--- config.mk ---
export PLATFORM = sky130hd
export DESIGN_NAME = calendar_gps_time_convert_flat
export DESIGN_NICKNAME = d
export VERILOG_FILES = /design/src/hw/rtl/cgt_pkg.sv /design/src/hw/rtl/cgt_if.sv /design/src/hw/rtl/cgt_ctrl.sv /design/src/hw/rtl/cgt_d2g.sv /design/src/hw/rtl/cgt_g2d.sv /design/src/hw/rtl/calendar_gps_time_convert.sv /design/src/flat_wrapper.sv
export SDC_FILE = /design/constraint.sdc
export NUM_CORES = 2
export LEC_CHECK = 0
export ABC_AREA = 1
export ABC_CLOCK_PERIOD_IN_PS = 20700
export BUFFER_PORTS_ARGS = -buffer_cell sky130_fd_sc_hd__buf_2
export CORE_UTILIZATION = 55
export CTS_BUF_LIST = sky130_fd_sc_hd__clkbuf_8 sky130_fd_sc_hd__clkbuf_16
export DETAILED_ROUTE_END_ITERATION = 16
export HOLD_SLACK_MARGIN = 0.1
export PLACE_DENSITY = 0.71
export SLEW_MARGIN = 10
export SYNTH_ARGS = -nofsm -noshare
export SYNTH_HDL_FRONTEND = slang
export SYNTH_SLANG_ARGS = --single-unit
--- constraint.sdc ---
create_clock -name clk_i -period 20.7 [get_ports clk_i]
set_clock_uncertainty 0.2 [all_clocks]
set_input_delay 2.07 -clock clk_i [delete_from_list [all_inputs] [get_ports clk_i]]
set_output_delay 2.07 -clock clk_i [all_outputs]
set_load 0.005 [all_outputs]
--- src/hw/rtl/cgt_pkg.sv ---
`default_nettype none

package cgt_pkg;

  localparam int unsigned NumStages = 6;

  localparam logic [29:0] MsPerWeek = 30'd604800000;
  localparam logic [26:0] MsPerDay  = 27'd86400000;
  localparam logic [21:0] MsPerHour = 22'd3600000;
  localparam logic [15:0] MsPerMin  = 16'd60000;
  localparam logic [11:0] EpochYear = 12'd1980;
  // Julian day of the epoch plus the algorithm offset
  localparam logic [21:0] JdBase    = 22'd2445782;
  localparam logic [12:0] YearBase  = 13'd4715;
  // 7 * 2^17: keeps the day count positive and leaves week mod 8192 untouched
  localparam logic [20:0] Div7Bias  = 21'd917504;

  // exact floor division by constants: x / d == (x * ceil(2^k / d)) >> k
  localparam int unsigned Div7Shift  = 27;
  localparam int unsigned DayShift   = 57;
  localparam int unsigned JulShift   = 39;
  localparam int unsigned MinShift   = 43;
  localparam int unsigned HourShift  = 17;
  localparam int unsigned MonShift   = 43;
  localparam int unsigned DomShift   = 39;

  localparam logic [24:0] RecipDiv7 =
    25'(((64'd1 << Div7Shift) + 64'd6) / 64'd7);
  localparam logic [30:0] RecipDay =
    31'(((64'd1 << DayShift) + 64'd86399999) / 64'd86400000);
  localparam logic [26:0] RecipJul =
    27'(((64'd1 << JulShift) + 64'd7304) / 64'd7305);
  localparam logic [27:0] RecipMin =
    28'(((64'd1 << MinShift) + 64'd59999) / 64'd60000);
  localparam logic [11:0] RecipHour =
    12'(((64'd1 << HourShift) + 64'd59) / 64'd60);
  // (x * 10000) / 306001 with the 10000 folded into the constant
  localparam logic [38:0] ScaleMon =
    39'(64'd10000 * (((64'd1 << MonShift) + 64'd306000) / 64'd306001));
  // (x * 306001) / 10000 with the 306001 folded into the constant
  localparam logic [43:0] ScaleDom =
    44'(64'd306001 * (((64'd1 << DomShift) + 64'd9999) / 64'd10000));

  typedef struct packed {
    logic [11:0] year;
    logic [3:0]  month;
    logic [4:0]  day;
    logic [4:0]  hour;
    logic [5:0]  minute;
    logic [15:0] millis;
  } cgt_cal_t;

  typedef struct packed {
    logic [12:0] week;
    logic [29:0] week_millis;
  } cgt_gps_t;

  typedef struct packed {
    logic [NumStages-1:0] en;
    logic [NumStages-1:0] vld;
    logic                 out_op;
  } cgt_ctrl_t;

  function automatic logic [8:0] cum_days(input logic [3:0] month);
    logic [8:0] res;
    unique case (month)
      4'd1:    res = 9'd0;
      4'd2:    res = 9'd31;
      4'd3:    res = 9'd59;
      4'd4:    res = 9'd90;
      4'd5:    res = 9'd120;
      4'd6:    res = 9'd151;
      4'd7:    res = 9'd181;
      4'd8:    res = 9'd212;
      4'd9:    res = 9'd243;
      4'd10:   res = 9'd273;
      4'd11:   res = 9'd304;
      4'd12:   res = 9'd334;
      default: res = 9'd0;
    endcase
    return res;
  endfunction

endpackage

`default_nettype wire

--- src/hw/rtl/cgt_if.sv ---
`default_nettype none

interface cgt_in_if;
  logic        valid;
  logic        ready;
  logic        operation;
  logic [11:0] cal_year;
  logic [3:0]  cal_month;
  logic [4:0]  cal_day;
  logic [4:0]  cal_hour;
  logic [5:0]  cal_minute;
  logic [15:0] cal_millis;
  logic [12:0] in_week;
  logic [29:0] in_week_millis;

  modport source (
    output valid, operation, cal_year, cal_month, cal_day, cal_hour, cal_minute,
           cal_millis, in_week, in_week_millis,
    input  ready
  );
  modport sink (
    input  valid, operation, cal_year, cal_month, cal_day, cal_hour, cal_minute,
           cal_millis, in_week, in_week_millis,
    output ready
  );
endinterface

interface cgt_out_if;
  logic        valid;
  logic        ready;
  logic [12:0] out_week;
  logic [29:0] out_week_millis;
  logic [11:0] out_year;
  logic [3:0]  out_month;
  logic [4:0]  out_day;
  logic [4:0]  out_hour;
  logic [5:0]  out_minute;
  logic [15:0] out_millis;

  modport source (
    output valid, out_week, out_week_millis, out_year, out_month, out_day,
           out_hour, out_minute, out_millis,
    input  ready
  );
  modport sink (
    input  valid, out_week, out_week_millis, out_year, out_month, out_day,
           out_hour, out_minute, out_millis,
    output ready
  );
endinterface

`default_nettype wire

--- src/hw/rtl/cgt_ctrl.sv ---
`default_nettype none

module cgt_ctrl import cgt_pkg::*; (
  input  wire logic      clk_i,
  input  wire logic      rst_ni,
  input  wire logic      in_valid_i,
  input  wire logic      in_op_i,
  input  wire logic      out_ready_i,
  output cgt_ctrl_t      ctrl_o
);

  logic [NumStages-1:0] vld_q, vld_d;
  logic [NumStages-1:0] op_q, op_d;
  logic [NumStages-1:0] en;

  // a stage loads when empty or when its item moves on
  always_comb begin
    en[NumStages-1] = !vld_q[NumStages-1] || out_ready_i;
    for (int k = NumStages - 2; k >= 0; k--) begin
      en[k] = !vld_q[k] || en[k+1];
    end
  end

  always_comb begin
    vld_d = vld_q;
    op_d  = op_q;
    if (en[0]) begin
      vld_d[0] = in_valid_i;
      op_d[0]  = in_op_i;
    end
    for (int k = 1; k < NumStages; k++) begin
      if (en[k]) begin
        vld_d[k] = vld_q[k-1];
        op_d[k]  = op_q[k-1];
      end
    end
  end

  always_ff @(posedge clk_i or negedge rst_ni) begin
    if (!rst_ni) begin
      vld_q <= '0;
    end else begin
      vld_q <= vld_d;
    end
  end

  always_ff @(posedge clk_i) begin
    op_q <= op_d;
  end

  assign ctrl_o.en     = en;
  assign ctrl_o.vld    = vld_q;
  assign ctrl_o.out_op = op_q[NumStages-1];

endmodule

`default_nettype wire

--- src/hw/rtl/cgt_d2g.sv ---
`default_nettype none

module cgt_d2g import cgt_pkg::*; (
  input  wire logic                 clk_i,
  input  wire logic [NumStages-1:0] en_i,
  input  wire cgt_cal_t             cal_i,
  output cgt_gps_t                  gps_o
);

  // stage 1: biased day count since epoch, time of day
  logic [3:0]  mon;
  logic [12:0] yr;
  logic [20:0] yr_ext, leap, u_d;
  logic [26:0] tod_d;

  always_comb begin
    priority if (cal_i.month == 4'd0) begin
      mon = 4'd1;
    end else if (cal_i.month > 4'd12) begin
      mon = 4'd12;
    end else begin
      mon = cal_i.month;
    end
    yr     = {1'b0, cal_i.year} - {1'b0, EpochYear};
    yr_ext = {{8{yr[12]}}, yr};
    leap   = {{10{yr[12]}}, yr[12:2]} + 21'd1;
    if (yr[1:0] == 2'b00 && mon <= 4'd2) begin
      leap = leap - 21'd1;
    end
    // modulo 2^21 arithmetic; the true sum lies in range
    u_d = yr_ext * 21'd365 + 21'(cum_days(mon)) + 21'(cal_i.day) + leap - 21'd6
        + Div7Bias;
    tod_d = 27'(cal_i.hour) * 27'(MsPerHour) + 27'(cal_i.minute) * 27'(MsPerMin)
          + 27'(cal_i.millis);
  end

  logic [20:0] u1_q;
  logic [26:0] tod1_q;

  always_ff @(posedge clk_i) begin
    if (en_i[0]) begin
      u1_q   <= u_d;
      tod1_q <= tod_d;
    end
  end

  // stage 2: weeks = days / 7
  logic [45:0] prod7;
  assign prod7 = 46'(u1_q) * 46'(RecipDiv7);

  logic [18:0] q2_q;
  logic [20:0] u2_q;
  logic [26:0] tod2_q;

  always_ff @(posedge clk_i) begin
    if (en_i[1]) begin
      q2_q   <= prod7[45:Div7Shift];
      u2_q   <= u1_q;
      tod2_q <= tod1_q;
    end
  end

  // stage 3: day of week to millis, add time of day
  logic [20:0] rem_full;
  logic [29:0] s_d;
  assign rem_full = u2_q - 21'(q2_q) * 21'd7;
  assign s_d      = 30'(rem_full[2:0]) * 30'(MsPerDay) + 30'(tod2_q);

  logic [12:0] wk3_q;
  logic [29:0] s3_q;

  always_ff @(posedge clk_i) begin
    if (en_i[2]) begin
      wk3_q <= q2_q[12:0];
      s3_q  <= s_d;
    end
  end

  // stage 4: carry an overflowing week
  logic [12:0] wk4_d;
  logic [29:0] ms4_d;

  always_comb begin
    if (s3_q >= MsPerWeek) begin
      wk4_d = wk3_q + 13'd1;
      ms4_d = s3_q - MsPerWeek;
    end else begin
      wk4_d = wk3_q;
      ms4_d = s3_q;
    end
  end

  cgt_gps_t gps4_q, gps5_q, gps6_q;

  always_ff @(posedge clk_i) begin
    if (en_i[3]) begin
      gps4_q.week        <= wk4_d;
      gps4_q.week_millis <= ms4_d;
    end
    if (en_i[4]) begin
      gps5_q <= gps4_q;
    end
    if (en_i[5]) begin
      gps6_q <= gps5_q;
    end
  end

  assign gps_o = gps6_q;

endmodule

`default_nettype wire

--- src/hw/rtl/cgt_g2d.sv ---
`default_nettype none

module cgt_g2d import cgt_pkg::*; (
  input  wire logic                 clk_i,
  input  wire logic [NumStages-1:0] en_i,
  input  wire cgt_gps_t             gps_i,
  output cgt_cal_t                  cal_o
);

  // stage 1: whole days in the week millis
  logic [60:0] prod_day;
  assign prod_day = 61'(gps_i.week_millis) * 61'(RecipDay);

  logic [3:0]  q1_q;
  logic [29:0] wms1_q;
  logic [12:0] week1_q;

  always_ff @(posedge clk_i) begin
    if (en_i[0]) begin
      q1_q    <= prod_day[60:DayShift];
      wms1_q  <= gps_i.week_millis;
      week1_q <= gps_i.week;
    end
  end

  // stage 2: Julian day, numerator of the year step, millis of day
  logic [21:0] c_d;
  logic [25:0] n_d;
  logic [29:0] msd_full;

  assign c_d      = 22'(week1_q) * 22'd7 + 22'(q1_q) + JdBase;
  assign n_d      = 26'(c_d) * 26'd20 - 26'd2442;
  assign msd_full = wms1_q - 30'(q1_q) * 30'(MsPerDay);

  logic [21:0] c2_q;
  logic [25:0] n2_q;
  logic [26:0] msd2_q;

  always_ff @(posedge clk_i) begin
    if (en_i[1]) begin
      c2_q   <= c_d;
      n2_q   <= n_d;
      msd2_q <= msd_full[26:0];
    end
  end

  // stage 3: d = (20c - 2442) / 7305, minutes of day
  logic [52:0] prod_jul;
  logic [54:0] prod_min;
  assign prod_jul = 53'(n2_q) * 53'(RecipJul);
  assign prod_min = 55'(msd2_q) * 55'(RecipMin);

  logic [12:0] d3_q;
  logic [10:0] mins3_q;
  logic [21:0] c3_q;
  logic [26:0] msd3_q;

  always_ff @(posedge clk_i) begin
    if (en_i[2]) begin
      d3_q    <= prod_jul[JulShift+12:JulShift];
      mins3_q <= prod_min[MinShift+10:MinShift];
      c3_q    <= c2_q;
      msd3_q  <= msd2_q;
    end
  end

  // stage 4: day of the shifted year, hour, minute, millis
  logic [21:0] e_d;
  logic [21:0] cme_full;
  logic [22:0] prod_hour;
  logic [4:0]  hour_d;
  logic [10:0] min_full;
  logic [26:0] ms_full;

  assign e_d       = 22'(d3_q) * 22'd365 + 22'(d3_q[12:2]);
  assign cme_full  = c3_q - e_d;
  assign prod_hour = 23'(mins3_q) * 23'(RecipHour);
  assign hour_d    = prod_hour[HourShift+4:HourShift];
  assign min_full  = mins3_q - 11'(hour_d) * 11'd60;
  assign ms_full   = msd3_q - 27'(mins3_q) * 27'(MsPerMin);

  logic [9:0]  cme4_q;
  logic [12:0] d4_q;
  logic [4:0]  hour4_q;
  logic [5:0]  min4_q;
  logic [15:0] ms4_q;

  always_ff @(posedge clk_i) begin
    if (en_i[3]) begin
      cme4_q  <= cme_full[9:0];
      d4_q    <= d3_q;
      hour4_q <= hour_d;
      min4_q  <= min_full[5:0];
      ms4_q   <= ms_full[15:0];
    end
  end

  // stage 5: f = (c - e) * 10000 / 306001
  logic [48:0] prod_mon;
  assign prod_mon = 49'(cme4_q) * 49'(ScaleMon);

  logic [5:0]  f5_q;
  logic [9:0]  cme5_q;
  logic [12:0] d5_q;
  logic [4:0]  hour5_q;
  logic [5:0]  min5_q;
  logic [15:0] ms5_q;

  always_ff @(posedge clk_i) begin
    if (en_i[4]) begin
      f5_q    <= prod_mon[MonShift+5:MonShift];
      cme5_q  <= cme4_q;
      d5_q    <= d4_q;
      hour5_q <= hour4_q;
      min5_q  <= min4_q;
      ms5_q   <= ms4_q;
    end
  end

  // stage 6: day, month, year
  logic [49:0] prod_dom;
  logic [10:0] g_d;
  logic [10:0] day_full;
  logic [5:0]  q14;
  logic [5:0]  mon_full;
  logic [12:0] year_full;

  always_comb begin
    prod_dom = 50'(f5_q) * 50'(ScaleDom);
    g_d      = prod_dom[DomShift+10:DomShift];
    day_full = 11'(cme5_q) - g_d;
    priority if (f5_q >= 6'd28) begin
      q14 = 6'd2;
    end else if (f5_q >= 6'd14) begin
      q14 = 6'd1;
    end else begin
      q14 = 6'd0;
    end
    mon_full  = f5_q - 6'd1 - q14 * 6'd12;
    year_full = d5_q - YearBase;
    if (mon_full >= 6'd3) begin
      year_full = year_full - 13'd1;
    end
  end

  cgt_cal_t cal6_q;

  always_ff @(posedge clk_i) begin
    if (en_i[5]) begin
      cal6_q.year   <= year_full[11:0];
      cal6_q.month  <= mon_full[3:0];
      cal6_q.day    <= day_full[4:0];
      cal6_q.hour   <= hour5_q;
      cal6_q.minute <= min5_q;
      cal6_q.millis <= ms5_q;
    end
  end

  assign cal_o = cal6_q;

endmodule

`default_nettype wire

--- src/hw/rtl/calendar_gps_time_convert.sv ---
// Throughput: one item per cycle while the output is not stalled; six
// register stages, each holding at most one constant-reciprocal multiply
// per path, set the depth.
// A stalled output holds its item; empty stages upstream keep accepting.
// Reset clears the stage valid bits only; there is no clearing pass.
`default_nettype none

module calendar_gps_time_convert import cgt_pkg::*; (
  input  wire logic clk_i,
  input  wire logic rst_ni,
  cgt_in_if.sink    in_i,
  cgt_out_if.source out_o
);

  cgt_ctrl_t ctrl;
  cgt_cal_t  cal_in, cal_res;
  cgt_gps_t  gps_in, gps_res;

  cgt_ctrl u_ctrl (
    .clk_i       (clk_i),
    .rst_ni      (rst_ni),
    .in_valid_i  (in_i.valid),
    .in_op_i     (in_i.operation),
    .out_ready_i (out_o.ready),
    .ctrl_o      (ctrl)
  );

  assign cal_in.year   = in_i.cal_year;
  assign cal_in.month  = in_i.cal_month;
  assign cal_in.day    = in_i.cal_day;
  assign cal_in.hour   = in_i.cal_hour;
  assign cal_in.minute = in_i.cal_minute;
  assign cal_in.millis = in_i.cal_millis;

  assign gps_in.week        = in_i.in_week;
  assign gps_in.week_millis = in_i.in_week_millis;

  cgt_d2g u_d2g (
    .clk_i (clk_i),
    .en_i  (ctrl.en),
    .cal_i (cal_in),
    .gps_o (gps_res)
  );

  cgt_g2d u_g2d (
    .clk_i (clk_i),
    .en_i  (ctrl.en),
    .gps_i (gps_in),
    .cal_o (cal_res)
  );

  assign in_i.ready = ctrl.en[0];
  assign out_o.valid = ctrl.vld[NumStages-1];

  // fields of the other direction read as zero
  always_comb begin
    if (ctrl.out_op) begin
      out_o.out_week        = '0;
      out_o.out_week_millis = '0;
      out_o.out_year        = cal_res.year;
      out_o.out_month       = cal_res.month;
      out_o.out_day         = cal_res.day;
      out_o.out_hour        = cal_res.hour;
      out_o.out_minute      = cal_res.minute;
      out_o.out_millis      = cal_res.millis;
    end else begin
      out_o.out_week        = gps_res.week;
      out_o.out_week_millis = gps_res.week_millis;
      out_o.out_year        = '0;
      out_o.out_month       = '0;
      out_o.out_day         = '0;
      out_o.out_hour        = '0;
      out_o.out_minute      = '0;
      out_o.out_millis      = '0;
    end
  end

  a_no_bubble_stall: assert property (@(posedge clk_i) disable iff (!rst_ni)
    !(&ctrl.vld) |-> in_i.ready)
    else $error("input stalled with a free pipeline stage");

  a_week_millis_range: assert property (@(posedge clk_i) disable iff (!rst_ni)
    out_o.valid && !ctrl.out_op |-> out_o.out_week_millis < MsPerWeek)
    else $error("millis of week not reduced below one week");

  a_time_of_day_range: assert property (@(posedge clk_i) disable iff (!rst_ni)
    out_o.valid && ctrl.out_op |->
      out_o.out_month >= 4'd1 && out_o.out_month <= 4'd12 &&
      out_o.out_hour < 5'd24 && out_o.out_minute < 6'd60 &&
      out_o.out_millis < MsPerMin)
    else $error("calendar result out of range");

endmodule

`default_nettype wire

--- src/flat_wrapper.sv ---
// flat-port wrapper written by rule: the top's interface ports become plain ports
module calendar_gps_time_convert_flat import cgt_pkg::*;
  (clk_i, rst_ni, in_i_valid, in_i_operation, in_i_cal_year, in_i_cal_month, in_i_cal_day, in_i_cal_hour, in_i_cal_minute, in_i_cal_millis, in_i_in_week, in_i_in_week_millis, in_i_ready, out_o_valid, out_o_out_week, out_o_out_week_millis, out_o_out_year, out_o_out_month, out_o_out_day, out_o_out_hour, out_o_out_minute, out_o_out_millis, out_o_ready);
  cgt_in_if in_i_i ();
  cgt_out_if out_o_i ();
  input  wire logic clk_i;
  input  wire logic rst_ni;
  input wire logic [$bits(in_i_i.valid)-1:0] in_i_valid;
  input wire logic [$bits(in_i_i.operation)-1:0] in_i_operation;
  input wire logic [$bits(in_i_i.cal_year)-1:0] in_i_cal_year;
  input wire logic [$bits(in_i_i.cal_month)-1:0] in_i_cal_month;
  input wire logic [$bits(in_i_i.cal_day)-1:0] in_i_cal_day;
  input wire logic [$bits(in_i_i.cal_hour)-1:0] in_i_cal_hour;
  input wire logic [$bits(in_i_i.cal_minute)-1:0] in_i_cal_minute;
  input wire logic [$bits(in_i_i.cal_millis)-1:0] in_i_cal_millis;
  input wire logic [$bits(in_i_i.in_week)-1:0] in_i_in_week;
  input wire logic [$bits(in_i_i.in_week_millis)-1:0] in_i_in_week_millis;
  output wire logic [$bits(in_i_i.ready)-1:0] in_i_ready;
  output wire logic [$bits(out_o_i.valid)-1:0] out_o_valid;
  output wire logic [$bits(out_o_i.out_week)-1:0] out_o_out_week;
  output wire logic [$bits(out_o_i.out_week_millis)-1:0] out_o_out_week_millis;
  output wire logic [$bits(out_o_i.out_year)-1:0] out_o_out_year;
  output wire logic [$bits(out_o_i.out_month)-1:0] out_o_out_month;
  output wire logic [$bits(out_o_i.out_day)-1:0] out_o_out_day;
  output wire logic [$bits(out_o_i.out_hour)-1:0] out_o_out_hour;
  output wire logic [$bits(out_o_i.out_minute)-1:0] out_o_out_minute;
  output wire logic [$bits(out_o_i.out_millis)-1:0] out_o_out_millis;
  input wire logic [$bits(out_o_i.ready)-1:0] out_o_ready;
  assign in_i_i.valid = in_i_valid;
  assign in_i_i.operation = in_i_operation;
  assign in_i_i.cal_year = in_i_cal_year;
  assign in_i_i.cal_month = in_i_cal_month;
  assign in_i_i.cal_day = in_i_cal_day;
  assign in_i_i.cal_hour = in_i_cal_hour;
  assign in_i_i.cal_minute = in_i_cal_minute;
  assign in_i_i.cal_millis = in_i_cal_millis;
  assign in_i_i.in_week = in_i_in_week;
  assign in_i_i.in_week_millis = in_i_in_week_millis;
  assign in_i_ready = in_i_i.ready;
  assign out_o_valid = out_o_i.valid;
  assign out_o_out_week = out_o_i.out_week;
  assign out_o_out_week_millis = out_o_i.out_week_millis;
  assign out_o_out_year = out_o_i.out_year;
  assign out_o_out_month = out_o_i.out_month;
  assign out_o_out_day = out_o_i.out_day;
  assign out_o_out_hour = out_o_i.out_hour;
  assign out_o_out_minute = out_o_i.out_minute;
  assign out_o_out_millis = out_o_i.out_millis;
  assign out_o_i.ready = out_o_ready;
  calendar_gps_time_convert u_core (.clk_i(clk_i), .rst_ni(rst_ni), .in_i(in_i_i), .out_o(out_o_i));
endmodule
; ---- Yosys cells after proc, flatten, opt, wreduce, memory -nomap -nowiden
; Memory sizes are Yosys's and may differ from the RTL's.
; Index checks and enable logic that the tools add are counted.
[op_classes]
add_sub_neg = 27
multipliers = 19
order_cmp = 6
n_mux = 16
n_reduce_logical = 15
[ops]
columns = cell, n
row1 = $mul A30 B30 Y60 const B, 1
row2 = $mux W30, 2
row3 = $mul A27 B28 Y54 const B, 1
row4 = $mul A26 B26 Y51 const B, 1
row5 = $mul A10 B35 Y45 const B, 1
row6 = $mul A21 B24 Y45 const B, 1
row7 = $mul A6 B43 Y43 const B, 1
row8 = $add A30 B27 Y30, 1
row9 = $ge A30 B30 Y1 const B, 1
row10 = $sub A30 B30 Y30 const B, 1
row11 = $add A27 B16 Y27, 1
row12 = $add A27 B22 Y27, 1
row13 = $sub A27 B27 Y27, 1
row14 = $mux W13, 2
row15 = $sub A26 B12 Y26 const B, 1
row16 = $mul A22 B3 Y24 const B, 1
row17 = $mux W12, 2
row18 = $add A17 B22 Y22 const B, 1
row19 = $mul A11 B12 Y22 const B, 1
row20 = $add A21 B20 Y21 const B, 1
row21 = $add A21 B21 Y21, 1
row22 = $add A21 B5 Y21, 1
row23 = $add A21 B9 Y21, 1
row24 = $mul A13 B10 Y21 const B, 1
row25 = other kinds (42), 56
[totals]
register_bits = 585
romBits = 144
in_bits = 96
out_inout_bits = 93
word_cells = 136
memories = 1
[mem_list]
columns = name, depth, width, read_ports, rd_ports_with_merged_regs, write_ports, line
row1 = (name not given), 16, 9, 1, 0, 0, cgt_pkg.sv:66  ; unique case (month)

; ---- Depth between registers and ports, before layout
[depth]
ltp_word = 9
depth_mapped = 37
mapped_depth_nobuf = 36

; ---- Modules after synthesis
; From an unflattened synthesis, not the netlist that was laid out.
[unflattened]
hier_cells = 9449
area_unflattened_um2 = 90932.2
[by_module_without_submodules]
columns = mod, instances, cells_each, area_each_um2, seq_area_each_um2
row1 = cgt_g2d, 1, 6804, 65262.6, 9038.7
row2 = cgt_d2g, 1, 2421, 24378.4, 7897.6
row3 = calendar_gps_time_convert, 1, 192, 818.3, 0.0
row4 = cgt_ctrl, 1, 32, 473.0, 330.3

; ---- Worst setup path before layout
; OpenSTA, ideal clock, no wires.
[synth_timing]
path_type = input to output
start = input port out_o_ready
end = output port in_i_ready
arrival_time_ns = 12.195
required_time_ns = 18.430
slack_ns = 6.235
path_stages = 10
n_path_buf = 0
path_cell_list = nor2_1 inv_1 nor2_1 inv_1 nor2_1 inv_1 nor2_1 inv_1 nor2_1 nand2_1
[synth_lines]
columns = item, line
row1 = from (decl), flat_wrapper.sv:28  ; input wire logic [$bits(out_o_i.ready)-1:0] out_o_ready;
row2 = to (decl), flat_wrapper.sv:18  ; output wire logic [$bits(in_i_i.ready)-1:0] in_i_ready;

; ---- Worst setup path after layout
[layout_timing]
start = input port in_i_cal_year[2]
end = register u_core.u_d2g.u1_q[14] (data pin)
[layout_between]
elab_chain_len = 7
elab_cells_between_ends = 10
classes_between = 8 x add/sub / 1 x mul / 1 x mux
[layout_rtl]
columns = item, line
row1 = from (decl), flat_wrapper.sv:10  ; input wire logic [$bits(in_i_i.cal_year)-1:0] in_i_cal_year;
row2 = $sub A12 B11 Y13 *, cgt_d2g.sv:24  ; yr = {1'b0, cal_i.year} - {1'b0, EpochYear};
row3 = $mul A13 B10 Y21 or $add A11 B2 Y12 (tied branches), "cgt_d2g.sv:31, cgt_d2g.sv:26"
row4 = $add A21 B9 Y21 or $sub A12 B2 Y13 (tied branches), "cgt_d2g.sv:31, cgt_d2g.sv:28"
row5 = $add A21 B5 Y21 or $mux W21 (tied branches), "cgt_d2g.sv:31, cgt_d2g.sv:27"
row6 = $add A21 B21 Y21 *, cgt_d2g.sv:31  ; u_d = yr_ext * 21'd365 + 21'(cum_days(mon)) + 21'(cal_i.day) + leap - 21'd6
row7 = $sub A21 B3 Y21 *, cgt_d2g.sv:31
row8 = $add A21 B20 Y21 *, cgt_d2g.sv:32  ; + Div7Bias;
row9 = via u_core.u_d2g.u_d[14], cgt_d2g.sv:13  ; logic [20:0] yr_ext, leap, u_d;
row10 = to (signal assigned), cgt_d2g.sv:42  ; u1_q <= u_d;
row11 = to (decl), cgt_d2g.sv:37  ; logic [20:0] u1_q;
; The timed path passes the listed nets; every way through them passes the cells marked *.
; A chain may end at the register's enable or synchronous reset.

==> impl_metrics.tcl <==
set metrics [dict create \
    worst_pin_slew_ns 0.927 \
    area_growth_pct 6.43 \
    place_area_sq_um 94500 \
    crit_arrival_ns 8.52 \
    clock_path_buffers 3 \
    wl_per_cell_um 18.3 \
    dieArea_sq_um 167000 \
    grt_pass1_wl_mm 354 \
    start_util 0.556 \
    hold_viol 0 \
    cts-root-buf "clkbuf_16" \
    fmax_mhz 121 \
    grt_overflow 0 \
    routed_wl_mm 218 \
    yosysUniqueCellTypes 62 \
    drtPass1Iterations 6 \
    yosys_most_used_dff "edfxtp_1" \
    yosys_warnings 0 \
    hold_buffers 0 \
    ctsHtreeMaxLevel 3 \
    vias_per_cell 5.23 \
    fillers 14100 \
    slowest_delay_ns 0.52 \
    cts_resized 0 \
    hold_path_class "flip-flop to flip-flop" \
    seq_area_sq_um 17300 \
    layout_common_cells "inv_1, ha_1, fa_1, nand2_1, edfxtp_1" \
    track_usage 0.270 \
    slew_headroom 0.382 \
    syn_avg_cell_area_sq_um 9.60 \
    cap_violations 0 \
    cts_sinks 576 \
    fin_cells 11900 \
    grt_max_degree 69 \
    drt_iter0_drc 3591 \
    syn-cell-area_sq_um 90900 \
    gp_congestion 1.01 \
    vias 62400 \
    syn_inst 9467 \
    nets 12800 \
    fp.dieW_um 409 \
    clk_latency_ns 0.68 \
    die_h_um 409 \
    ys_ff_latch 576 \
    multi_input_area_sq_um 63400 \
    period_share 0.400 \
    cts_setup_buffers 0 \
    postRouteAntennaNets 0 \
    numPortBuffers 188 \
    critPathMaxFanout 9 \
    layout_commonest_cell "inv_1" \
    synthesis.nets 12500 \
    finalMaxSlewViolations 0 \
    rsz0062_at_grt "false" \
    core_sq_um 163000 \
    cts_tree "yes" \
    grt_pass1_vias 67100 \
    dp_hpwl_mm 191 \
    path_clk_slew_ns 0.06 \
    drc 0 \
    ios 189 \
    rows 148 \
    layout-drive-gt1-share 0.0391 \
    fin_crit_ns 8.28 \
    status "finished clean" \
    criticalPathCategory "primary input to flip-flop" \
    ys_seq_area_frac 0.190 \
    place_inst 11800 \
    synth_edf_count 570 \
    setup-tns-final_ns 0 \
    crit_path_end_kind "flip-flop" \
    antenna_found_initial 9 \
    async_flop_share 0.0104 \
    crit_required_ns 20.94 \
    path_common_cell "inv_1" \
    crit_path_start_kind "primary input" \
    final_area_sq_um 96700 \
    cts_inserted_buffers 67 \
    setup_viol 0 \
    crit_path_top_delay_cell "fa_1" \
]
-- metal layers --
metal / track usage / wire (um) / up-vias
met5: 0 / 99 / -
met4: 0.0615 / 4820 / 14
met3: 0.0423 / 11300 / 293
met2: 0.455 / 104000 / 1351
met1: 0.366 / 98400 / 30700
li1: - / - / 30100
-- worst max-delay path: cells and delay by family --
kind | cells | cell delay [ns]
AO/OA/AOI/OAI | 4 | 0.72
XOR/XNOR | 2 | 0.27
adder cells (fa/ha/maj) | 9 | 3.51
buffers and inverters | 8 | 0.77
AND/OR/NAND/NOR | 9 | 1.20
-- synthesized netlist by cell type (13+ instances only) --
library cell	instances	area share
nand2_2	14	0.00096
clkbuf_1	13	0.00054
xnor2_1	115	0.011
xor2_1	215	0.021
a21oi_1	409	0.023
nand4_1	79	0.0054
nor3_1	72	0.0040
fa_1	1313	0.29
inv_1	2687	0.11
nand3_1	248	0.014
o21bai_1	31	0.0026
edfxtp_1	570	0.19
nor2_1	443	0.018
a21o_1	53	0.0044
ha_1	1654	0.23
o21a_1	21	0.0017
a31oi_1	32	0.0022
o211ai_1	14	0.0012
a21boi_0	17	0.0014
nand2_1	1057	0.044
or2_2	21	0.0014
nor4_1	24	0.0017
o21ai_0	237	0.013
-- final cells by class --
type | count | share of cell area
Multi-Input combinational cell | 6174 | 0.655
Antenna cell | 1 | 0.0000259
Inverter | 2694 | 0.105
Sequential cell | 576 | 0.178
Clock inverter | 53 | 0.00541
Tap cell | 2175 | 0.0281
Clock buffer | 67 | 0.0173
Timing Repair Buffer | 198 | 0.0105
-- state kept, by name, summed over array words and instances, names as in the netlist, 13 cells and up --
register / count
u_core.u_d2g.tod1_q: 27
u_core.u_g2d.wms1_q: 27
u_core.u_g2d.ms5_q: 16
u_core.u_d2g.u1_q: 21
u_core.u_g2d.n2_q: 24
u_core.u_g2d.cal_o: 48
u_core.u_d2g.q2_q: 13
u_core.u_g2d.msd3_q: 16
u_core.u_d2g.s3_q: 30
u_core.u_d2g.gps5_q: 43
u_core.u_d2g.gps_o: 43
u_core.u_d2g.gps4_q: 43
u_core.u_g2d.week1_q: 13
u_core.u_g2d.msd2_q: 27
u_core.u_d2g.wk3_q: 13
u_core.u_d2g.tod2_q: 27
u_core.u_g2d.ms4_q: 16
-- worst paths after layout --
kind	startpoint	end	slack (ns)	depth (start not counted)
worst max-delay path	in_i_cal_year[2]	u_core.u_d2g.u1_q[14]	12.42	32
worst min-delay path	u_core.u_g2d.wms1_q[2]	u_core.u_g2d.msd2_q[2]	0.20	0
worst max register to register	u_core.u_g2d.n2_q[13]	u_core.u_g2d.d3_q[9]	13.71	20
worst min register to register	u_core.u_g2d.wms1_q[2]	u_core.u_g2d.msd2_q[2]	0.20	0
max in group asynchronous	rst_ni	u_core.u_ctrl.vld_q[4]	19.11	1
min in group asynchronous	rst_ni	u_core.u_ctrl.vld_q[0]	1.01	1
-- through the flow --
step                utilization  setup WS, ns  hold slack [ns]
floorplan                     -          6.24            0.200
global placement          0.579         11.69            0.201
detailed placement        0.579         11.69            0.205
CTS                       0.592         12.43            0.201
global route              0.592         11.77            0.211
finish                    0.592         12.42            0.203
-- kinds of logic after synthesis --
logic type                 Yosys count  share of synthesized area
buffers and inverters             2717                      0.113
DFF                                576                      0.190
xor gates and xnor gates           335                     0.0329
AOI/OAI and AO/OA                  866                     0.0537
muxes                                1                   0.000110
adders and majority gates         2967                      0.517
other                                1                  0.0000413
and+or+nand+nor                   2004                     0.0939
Power is not shown: default switching activity piles up to over one toggle a cycle in this logic, so the estimate is an artifact.
